### config.mk
export PLATFORM = sky130hd
export DESIGN_NAME = wav_header_parser
export DESIGN_NICKNAME = d
export VERILOG_FILES = /design/src/rtl/wav_hdr_pkg.sv /design/src/rtl/wav_hdr_div.sv /design/src/rtl/wav_header_parser.sv
export SDC_FILE = /design/constraint.sdc
export NUM_CORES = 2
export LEC_CHECK = 0
export ABC_CLOCK_PERIOD_IN_PS = 12420
export BUFFER_PORTS_ARGS = -buffer_cell sky130_fd_sc_hd__buf_2
export CAP_MARGIN = 20
export CORE_MARGIN = 2
export CORE_UTILIZATION = 40
export DETAILED_ROUTE_END_ITERATION = 10
export GPL_TIMING_DRIVEN = 0
export PLACE_DENSITY = 0.65
export SETUP_SLACK_MARGIN = 0.3
export SLEW_MARGIN = 20
export SYNTH_ARGS = -nofsm -noshare
export SYNTH_HDL_FRONTEND = slang
export SYNTH_SLANG_ARGS = --single-unit
### constraint.sdc
create_clock -name clk -period 12.42 [get_ports clk]
set_input_delay 0 -clock clk [delete_from_list [all_inputs] [get_ports clk]]
set_output_delay 0 -clock clk [all_outputs]
set_load 0.05 [all_outputs]
### src/rtl/wav_hdr_pkg.sv
`default_nettype none
package wav_hdr_pkg;

  // Operand, result and iteration-counter widths of the duration division
  localparam int unsigned DVD_W = 41;  // data_bytes * 1000
  localparam int unsigned DVS_W = 47;  // channels * rate * bytes per sample
  localparam int unsigned QUO_W = 42;
  localparam int unsigned CNT_W = 6;

  typedef enum logic [3:0] {
    ST_OK        = 4'd0,
    ST_NOT_RIFF  = 4'd1,
    ST_SIZE      = 4'd2,
    ST_NOT_WAVE  = 4'd3,
    ST_NO_FMT    = 4'd4,
    ST_FMT_LEN   = 4'd5,
    ST_COMPRESS  = 4'd6,
    ST_BAD_BITS  = 4'd7,
    ST_NO_DATA   = 4'd8,
    ST_BAD_DIV   = 4'd9
  } status_t;

  typedef struct packed {
    logic             start;
    logic [DVD_W-1:0] dividend;
    logic [DVS_W-1:0] divisor;
  } div_req_t;

endpackage
`default_nettype wire

### src/rtl/wav_hdr_div.sv
`default_nettype none
module wav_hdr_div (
  input  wire                          clk,
  input  wire                          rst_n,
  input  wav_hdr_pkg::div_req_t        req,
  output logic                         done,
  output logic [wav_hdr_pkg::QUO_W-1:0] quotient
);
  import wav_hdr_pkg::*;

  logic             run_r;
  logic             done_r;
  logic [CNT_W-1:0] cnt_r;
  logic [DVD_W-1:0] quo_r;
  logic [DVS_W-1:0] rem_r;
  logic [DVS_W-1:0] dvs_r;

  logic [DVS_W:0]   rem_sh;
  logic             fits;
  logic [DVS_W:0]   rem_sub;

  // One quotient bit per cycle: shift in the next dividend bit, trial subtract
  always_comb begin
    rem_sh  = {rem_r, quo_r[DVD_W-1]};
    fits    = rem_sh >= {1'b0, dvs_r};
    rem_sub = rem_sh - {1'b0, dvs_r};
  end

  always_ff @(posedge clk) begin
    if (!rst_n) begin
      run_r  <= 1'b0;
      done_r <= 1'b0;
      cnt_r  <= '0;
    end else begin
      done_r <= 1'b0;
      if (req.start) begin
        run_r <= 1'b1;
        cnt_r <= '0;
        quo_r <= req.dividend;
        rem_r <= '0;
        dvs_r <= req.divisor;
      end else if (run_r) begin
        rem_r <= fits ? rem_sub[DVS_W-1:0] : rem_sh[DVS_W-1:0];
        quo_r <= {quo_r[DVD_W-2:0], fits};
        cnt_r <= cnt_r + 1'b1;
        if (cnt_r == CNT_W'(DVD_W - 1)) begin
          run_r  <= 1'b0;
          done_r <= 1'b1;
        end
      end
    end
  end

  assign done     = done_r;
  assign quotient = {{(QUO_W-DVD_W){1'b0}}, quo_r};

endmodule
`default_nettype wire

### src/rtl/wav_header_parser.sv
`default_nettype none
// Parses a RIFF/WAVE header one byte per cycle while in_tready is high; in_tready is
// low while a result waits for out_tready. The byte that completes the data length
// starts the bit-serial duration division: the rate product is registered, the divider
// is loaded and runs through every dividend bit, with in_tready low. Errors show in the
// cycle after the byte. Synchronous active-low reset clears the parser and file_size.
module wav_header_parser (
  input  wire          clk,
  input  wire          rst_n,
  input  wire          cfg_valid,
  output logic         cfg_ready,
  input  wire  [31:0]  cfg_data,    // file_size
  input  wire          in_tvalid,
  output logic         in_tready,
  input  wire  [7:0]   in_tdata,    // data_byte
  input  wire          in_tlast,    // last_byte
  output logic         out_tvalid,
  input  wire          out_tready,
  // status[3:0], channels[18:4], sample_rate[49:19], sample_bits[54:50],
  // data_offset[86:55], data_bytes[117:87], duration_ms[159:118]
  output logic [159:0] out_tdata
);
  import wav_hdr_pkg::*;

  typedef enum logic [4:0] {
    PH_RIFF, PH_RLEN, PH_WAVE, PH_FMT_ID, PH_FMT_SLEN, PH_FMT_SKIP, PH_FMT_LEN,
    PH_FORMAT, PH_CHAN, PH_RATE, PH_IGNORE6, PH_BITS, PH_DATA_ID, PH_DATA_SLEN,
    PH_DATA_SKIP, PH_DATA_LEN, PH_DONE
  } phase_t;

  typedef enum logic [1:0] {C_RUN, C_MUL, C_START, C_WAIT} ctl_t;

  localparam logic [31:0] TAG_RIFF = 32'h4646_4952;
  localparam logic [31:0] TAG_WAVE = 32'h4556_4157;
  localparam logic [31:0] TAG_FMT  = 32'h2074_6d66;
  localparam logic [31:0] TAG_DATA = 32'h6174_6164;

  function automatic logic [2:0] phase_len(input phase_t ph);
    case (ph)
      PH_FORMAT, PH_CHAN, PH_BITS: phase_len = 3'd2;
      PH_IGNORE6:                  phase_len = 3'd6;
      default:                     phase_len = 3'd4;
    endcase
  endfunction

  function automatic status_t early_code(input phase_t ph);
    case (ph)
      PH_RIFF:                                 early_code = ST_NOT_RIFF;
      PH_RLEN:                                 early_code = ST_SIZE;
      PH_WAVE:                                 early_code = ST_NOT_WAVE;
      PH_FMT_ID, PH_FMT_SLEN, PH_FMT_SKIP:     early_code = ST_NO_FMT;
      PH_FMT_LEN:                              early_code = ST_FMT_LEN;
      PH_FORMAT:                               early_code = ST_COMPRESS;
      PH_CHAN, PH_RATE, PH_IGNORE6, PH_BITS:   early_code = ST_BAD_BITS;
      PH_DATA_ID, PH_DATA_SLEN, PH_DATA_SKIP,
      PH_DATA_LEN:                             early_code = ST_NO_DATA;
      default:                                 early_code = ST_OK;
    endcase
  endfunction

  logic [31:0] file_size_r;
  phase_t      phase_r, phase_nxt;
  logic [31:0] pos_r, pos_nxt;
  logic [31:0] skip_r, skip_nxt;
  logic [31:0] fshift_r, fshift_nxt;
  logic [2:0]  fcnt_r, fcnt_nxt;
  logic [15:0] chan_r, chan_nxt;
  logic [31:0] rate_r, rate_nxt;
  logic [15:0] bits_r, bits_nxt;
  logic        given_r, given_nxt;
  ctl_t        ctl_r;

  logic        out_valid_r;
  status_t     out_status_r;
  logic [14:0] out_chan_r;
  logic [30:0] out_rate_r;
  logic [4:0]  out_bits_r;
  logic [31:0] out_offset_r;
  logic [30:0] out_dbytes_r;
  logic [41:0] out_dur_r;
  logic [45:0] prod_r;

  logic        err;
  status_t     err_code;
  logic        fin;
  logic [31:0] fin_len;
  logic [31:0] fv;
  logic [2:0]  fcnt_inc;

  div_req_t          dreq;
  logic              ddone;
  logic [QUO_W-1:0]  dquo;
  logic [DVD_W-1:0]  len_ext;

  logic accept;
  assign accept = in_tvalid && in_tready;

  always_comb begin
    phase_nxt  = phase_r;
    pos_nxt    = pos_r + 32'd1;
    skip_nxt   = skip_r;
    fshift_nxt = fshift_r;
    fcnt_nxt   = fcnt_r;
    chan_nxt   = chan_r;
    rate_nxt   = rate_r;
    bits_nxt   = bits_r;
    given_nxt  = given_r;
    err        = 1'b0;
    err_code   = ST_OK;
    fin        = 1'b0;
    fin_len    = '0;
    fcnt_inc   = fcnt_r + 3'd1;
    fv         = fshift_r;
    if (fcnt_r < 3'd4) begin
      fv = fshift_r | ({24'd0, in_tdata} << {fcnt_r[1:0], 3'b000});
    end

    if (!given_r && phase_r != PH_DONE) begin
      if (phase_r == PH_FMT_SKIP || phase_r == PH_DATA_SKIP) begin
        skip_nxt = skip_r - 32'd1;
        if (skip_r == 32'd1) begin
          phase_nxt = (phase_r == PH_FMT_SKIP) ? PH_FMT_ID : PH_DATA_ID;
        end
      end else begin
        fshift_nxt = fv;
        fcnt_nxt   = fcnt_inc;
        if (fcnt_inc >= phase_len(phase_r)) begin
          fshift_nxt = '0;
          fcnt_nxt   = '0;
          case (phase_r)
            PH_RIFF: begin
              if (fv != TAG_RIFF) begin err = 1'b1; err_code = ST_NOT_RIFF; end
              else phase_nxt = PH_RLEN;
            end
            PH_RLEN: begin
              if (fv[31] || ({1'b0, fv} + 33'd8) != {1'b0, file_size_r}) begin
                err = 1'b1; err_code = ST_SIZE;
              end else phase_nxt = PH_WAVE;
            end
            PH_WAVE: begin
              if (fv != TAG_WAVE) begin err = 1'b1; err_code = ST_NOT_WAVE; end
              else phase_nxt = PH_FMT_ID;
            end
            PH_FMT_ID:  phase_nxt = (fv == TAG_FMT) ? PH_FMT_LEN : PH_FMT_SLEN;
            PH_DATA_ID: phase_nxt = (fv == TAG_DATA) ? PH_DATA_LEN : PH_DATA_SLEN;
            PH_FMT_SLEN, PH_DATA_SLEN: begin
              if (fv[31]) begin
                err = 1'b1; err_code = ST_BAD_DIV;
              end else if (fv == 32'd0) begin
                phase_nxt = (phase_r == PH_FMT_SLEN) ? PH_FMT_ID : PH_DATA_ID;
              end else begin
                skip_nxt  = fv;
                phase_nxt = (phase_r == PH_FMT_SLEN) ? PH_FMT_SKIP : PH_DATA_SKIP;
              end
            end
            PH_FMT_LEN: begin
              if (fv != 32'd16) begin err = 1'b1; err_code = ST_FMT_LEN; end
              else phase_nxt = PH_FORMAT;
            end
            PH_FORMAT: begin
              if (fv[15:0] != 16'd1) begin err = 1'b1; err_code = ST_COMPRESS; end
              else phase_nxt = PH_CHAN;
            end
            PH_CHAN: begin
              chan_nxt  = fv[15:0];
              phase_nxt = PH_RATE;
            end
            PH_RATE: begin
              rate_nxt  = fv;
              phase_nxt = PH_IGNORE6;
            end
            PH_IGNORE6: phase_nxt = PH_BITS;
            PH_BITS: begin
              bits_nxt = fv[15:0];
              if (fv[15:0] != 16'd8 && fv[15:0] != 16'd16) begin
                err = 1'b1; err_code = ST_BAD_BITS;
              end else phase_nxt = PH_DATA_ID;
            end
            PH_DATA_LEN: begin
              if (chan_r[15] || chan_r == 16'd0 || rate_r[31] || rate_r == 32'd0 ||
                  fv[31]) begin
                err = 1'b1; err_code = ST_BAD_DIV;
              end else begin
                fin       = 1'b1;
                fin_len   = fv;
                phase_nxt = PH_DONE;
                given_nxt = 1'b1;
              end
            end
            default: ;
          endcase
          if (err) begin
            phase_nxt = PH_DONE;
            given_nxt = 1'b1;
          end
        end
      end
    end

    // File ended before any result: report the step in progress
    if (in_tlast && !given_nxt && phase_nxt != PH_DONE) begin
      err      = 1'b1;
      err_code = early_code(phase_nxt);
    end

    if (in_tlast) begin
      phase_nxt  = PH_RIFF;
      pos_nxt    = '0;
      skip_nxt   = '0;
      fshift_nxt = '0;
      fcnt_nxt   = '0;
      chan_nxt   = '0;
      rate_nxt   = '0;
      bits_nxt   = '0;
      given_nxt  = 1'b0;
    end
  end

  // data_bytes * 1000 as (x << 10) - (x << 4) - (x << 3)
  assign len_ext = {{(DVD_W-31){1'b0}}, out_dbytes_r};

  always_comb begin
    dreq.start    = (ctl_r == C_START);
    dreq.dividend = (len_ext << 10) - (len_ext << 4) - (len_ext << 3);
    dreq.divisor  = out_bits_r[4] ? {prod_r, 1'b0} : {1'b0, prod_r};
  end

  wav_hdr_div u_div (
    .clk      (clk),
    .rst_n    (rst_n),
    .req      (dreq),
    .done     (ddone),
    .quotient (dquo)
  );

  always_ff @(posedge clk) begin
    if (!rst_n) begin
      file_size_r <= '0;
      phase_r     <= PH_RIFF;
      pos_r       <= '0;
      skip_r      <= '0;
      fshift_r    <= '0;
      fcnt_r      <= '0;
      chan_r      <= '0;
      rate_r      <= '0;
      bits_r      <= '0;
      given_r     <= 1'b0;
      ctl_r       <= C_RUN;
      out_valid_r <= 1'b0;
    end else begin
      if (cfg_valid) begin
        file_size_r <= cfg_data;
      end
      if (out_valid_r && out_tready) begin
        out_valid_r <= 1'b0;
      end
      if (accept) begin
        phase_r  <= phase_nxt;
        pos_r    <= pos_nxt;
        skip_r   <= skip_nxt;
        fshift_r <= fshift_nxt;
        fcnt_r   <= fcnt_nxt;
        chan_r   <= chan_nxt;
        rate_r   <= rate_nxt;
        bits_r   <= bits_nxt;
        given_r  <= given_nxt;
        if (err) begin
          out_valid_r  <= 1'b1;
          out_status_r <= err_code;
          out_chan_r   <= '0;
          out_rate_r   <= '0;
          out_bits_r   <= '0;
          out_offset_r <= '0;
          out_dbytes_r <= '0;
          out_dur_r    <= '0;
        end else if (fin) begin
          // hold the fields; the duration follows from the divider
          out_status_r <= ST_OK;
          out_chan_r   <= chan_r[14:0];
          out_rate_r   <= rate_r[30:0];
          out_bits_r   <= bits_r[4:0];
          out_offset_r <= pos_r + 32'd1;
          out_dbytes_r <= fin_len[30:0];
          ctl_r        <= C_MUL;
        end
      end
      case (ctl_r)
        C_MUL: begin
          prod_r <= out_chan_r * out_rate_r;
          ctl_r  <= C_START;
        end
        C_START: ctl_r <= C_WAIT;
        C_WAIT: begin
          if (ddone) begin
            out_dur_r   <= dquo;
            out_valid_r <= 1'b1;
            ctl_r       <= C_RUN;
          end
        end
        default: ;
      endcase
    end
  end

  assign cfg_ready  = 1'b1;
  assign in_tready  = (ctl_r == C_RUN) && (!out_valid_r || out_tready);
  assign out_tvalid = out_valid_r;
  assign out_tdata  = {out_dur_r, out_dbytes_r, out_offset_r, out_bits_r, out_rate_r,
                       out_chan_r, out_status_r};

endmodule
`default_nettype wire

==> reports/qor_table.md <==
| Metric | Value | Unit |
| --- | --- | --- |
| Filler cell count | 10900 | - |
| Setup repair after global routing missed its margin | no | - |
| Highest clock frequency the design can meet | 121 | MHz |
| Average detailed-routed wire length per instance | 21.4 | um |
| Via count of the first global-routing pass | 36400 | - |
| Worst slack, placed | 4260 | ps |
| Relative slew slack | 19.6 | % |
| Critical path arrival | 8620 | ps |
| Sum of net half-perimeters after detailed placement | 110 | mm |
| CTS tree | yes | - |
| Std-Cell Rows | 123 | - |
| Net count after synthesis | 5430 | - |
| Fin crit share | 66.6 | % |
| Number of hold-slack violations in the final timing report | 0 | - |
| Aggregate global-route resource usage | 24.3 | % |
| Fraction of registers with async set or reset after synthesis | 0 | % |
| Area taken by flip-flops and latches | 14300 | um2 |
| Worst Setup Slack, final | 4150 | ps |
| Via density per instance | 5.53 | - |
| Number of buffers added for setup after CTS | 0 | - |
| Type of element launching the critical path | register | - |
| Final Instance Count excl. Fillers | 6643 | - |
| Total number of vias | 36700 | - |
| Port Buffer Count | 204 | - |
| Root buf cell | clkbuf_16 | - |
| Pin count of the biggest net entering global routing | 50 | - |
| Post-synthesis sequential area ratio | 31.7 | % |
| Antenna viol nets, final | 0 | - |
| Routed WL | 142 | mm |
| Synth cell types | 89 | - |
| Max-capacitance violation count | 0 | - |
| Global-route wire length before repair | 216 | mm |
| Total global routing overflow | 0 | - |
| Critical path endpoint category | register | - |
| Syn avg cell area | 9.44 | um2 |
| Setup Crit Path Kind | reg -> reg | - |
| Post-CTS clock slew at the launch and capture registers of the worst setup and hold paths | 60 | ps |
| P&R area growth vs syn | 13.1 | % |
| Worst reg2reg setup slack | 4150 | ps |
| Vertical die dimension | 340 | um |
| Hold Slack | 52.8 | ps |
| Num Clock Sinks | 542 | - |
| Die width | 340 | um |
| Worst-margin pin slew | 1200 | ps |
| Yosys warnings | 0 | - |
| Cell Count Post-Placement | 6485 | - |
| Final weighted congestion in routability-driven placement | 0.978 | - |
| Total power per unit cell area | 133 | nW/um2 |
| # nets final | 5747 | - |
| Maximum buffer depth of the clock tree | 3 | - |
| Number of antenna violations at the first check in global routing | 2 | - |
| Required arrival time at the worst endpoint | 12770 | ps |
| Total DRC errors in the routed layout | 0 | - |
| Maximum vdd drop | 0.102 | mV |
| Status | finished clean | - |
| Type of the most critical hold path | in -> reg | - |
| Crit-path max FO | 10 | - |
| Number of pins exceeding their max-slew limit in the final report | 0 | - |
| Most instantiated flip-flop cell in the synthesis netlist | edfxtp_1 | - |
| Fraction of layout instances using a drive strength above 1 | 8.66 | % |
| Cells resized by post-CTS repair | 0 | - |
| Number of H-tree levels | 3 | - |
| Min Tclk post-route | 8270 | ps |
| Post-Synthesis Cells | 4771 | - |
| Static leakage power | 0.0216 | uW |
| Post-Syn Area | 45000 | um2 |
| Multi-input gate area | 28200 | um2 |
| Final Setup Violations | 0 | - |
| Worst skew pair latency | 640 | ps |
| Effective utilization at floorplan | 40.2 | % |
| Number of optimization iterations in the first detailed-route pass | 6 | - |
| Clock Skews | 35.2 | ps |
| Die footprint | 115000 | um2 |
| Count of flip-flops with a built-in enable after synthesis | 341 | - |
| Total clock buffers created by CTS | 66 | - |
| Number of DRC markers after the initial detailed-route iteration | 3649 | - |
| Io pins | 209 | - |
| Flops & latches, synth | 542 | - |
| Core area | 112000 | um2 |
## worst max-delay path, stage by stage (launching register included)
cell       delay (ps)
edfxtp_1          630
clkbuf_1          650
nand2_1           200
fa_1              580
inv_1              60
fa_1              520
fa_1              520
fa_1              510
fa_1              540
fa_1              540
ha_1              390
a21o_1            180
a21o_1            170
a21oi_1           280
o211a_1           290
o2111ai_1         250
nand2_1           230
a21boi_0          150
a21oi_1           340
o21ai_0           170
a21o_1            230
a2111oi_0         400
nor3_1            140
## sequential cells by signal (all words and copies together), names as in the netlist, 32 cells and up
register	flops
u_div.dvs_r	47
out_offset_r	32
out_dur_r	42
u_div.quo_r	41
fshift_r	32
rate_r	32
skip_r	32
file_size_r	32
prod_r	46
pos_r	32
u_div.rem_r	47
## timing repair
item                                   CTS  global route
hold buffers                            35             0
setup endpoints to repair                0             0
endpoints found under the hold margin   33             0
## cells in the mapped netlist (39+ instances only)
master / number / area share [%]
nand2_1: 533 / 4.4
inv_1: 440 / 3.7
fa_1: 400 / 18
edfxtp_1: 341 / 23
nor2_1: 328 / 2.7
and2_1: 312 / 4.3
clkbuf_1: 223 / 1.9
ha_1: 213 / 5.9
a21oi_1: 211 / 2.3
dfxtp_1: 201 / 8.9
o21ai_0: 194 / 2.2
mux2i_1: 127 / 2.8
nor2b_1: 126 / 1.7
xnor2_1: 105 / 2.0
nor3_1: 104 / 1.2
nand3_1: 85 / 0.94
a21boi_0: 75 / 1.2
a21o_1: 73 / 1.2
xor2_1: 68 / 1.3
mux2_2: 47 / 1.2
nor4_1: 45 / 0.62
nand4_1: 39 / 0.54
## cell type report
class / instances / area share [%]
Multi-Input combinational cell: 3535 / 55.3
Sequential cell: 542 / 28.0
Clock buffer: 93 / 3.81
Tap cell: 1500 / 3.68
Inverter: 440 / 3.24
Timing Repair Buffer: 249 / 3.14
Buffer: 254 / 2.01
Clock inverter: 27 / 0.766
Antenna cell: 3 / 0.0147
## final timing paths
| path | startpoint | cells past startpoint | end |
|---|---|---|---|
| worst max-delay path | out_chan_r[12] | 22 | prod_r[45] |
| worst min-delay path | in_tvalid | 5 | pos_r[1] |
| worst max register to register | out_chan_r[12] | 22 | prod_r[45] |
| worst min register to register | rate_r[7] | 2 | rate_r[7] |
## placed cells by master (no fill, tap or decap), types with 14 or more instances in the layout
cell type and instances:
nand2_1 533, inv_1 439, fa_1 400, edfxtp_1 341, nor2_1 327, and2_1 312
clkbuf_1 237, ha_1 213, buf_2 210, a21oi_1 202, dfxtp_1 201, o21ai_0 194
mux2i_1 127, nor2b_1 126, xnor2_1 105, nor3_1 104, nand3_1 85, a21boi_0 75
a21o_1 73, clkbuf_16 71, xor2_1 68, mux2_2 47, nor4_1 45, nand4_1 39
o21a_1 36, and3_1 36, dlygate4sd3_1 35, a31oi_1 27, nand2b_1 27, a211oi_1 26
or3_1 25, o21bai_1 21, o22ai_1 17, buf_1 15, or2_2 14
## per-stage QoR
step / TNS [ps] / util, % / cell area (um2) / total power, uW
floorplan: 0 / - / 45000 / 3990
global placement: -470970 / 42.8 / 47900 / 4650
detailed placement: 0 / 43.1 / 48200 / 4680
CTS: 0 / 45.5 / 50900 / 6780
global route: 0 / 45.5 / 50900 / 7150
finish: 0 / 45.5 / 50900 / 6760
## metal layers
layer	wire length, um	part of all wire (%)	global-route usage [%]
met1	57500	41	31.0
met4	7650	5.4	11.5
met2	65200	46	39.5
met5	0	0	0
met3	11400	8.1	4.84
## report_power, final
group          switching (uW)  leakage [uW]  internal (uW)  total, uW
registers                44.4       0.00479           2050       2090
logic                    1550        0.0157           1040       2590
clock network             808       0.00114           1270       2070
## kinds of logic after synthesis
group,Yosys count,share of synthesized area [%]
simple gates,1760,19.7
compound gates,813,11.6
buf+inv,694,5.94
fa+ha+maj,613,23.7
flops,542,31.7
xor+xnor,174,3.41
mux,174,4.00
other cells,1,0.00832
(Power assumes the default switching activity.)
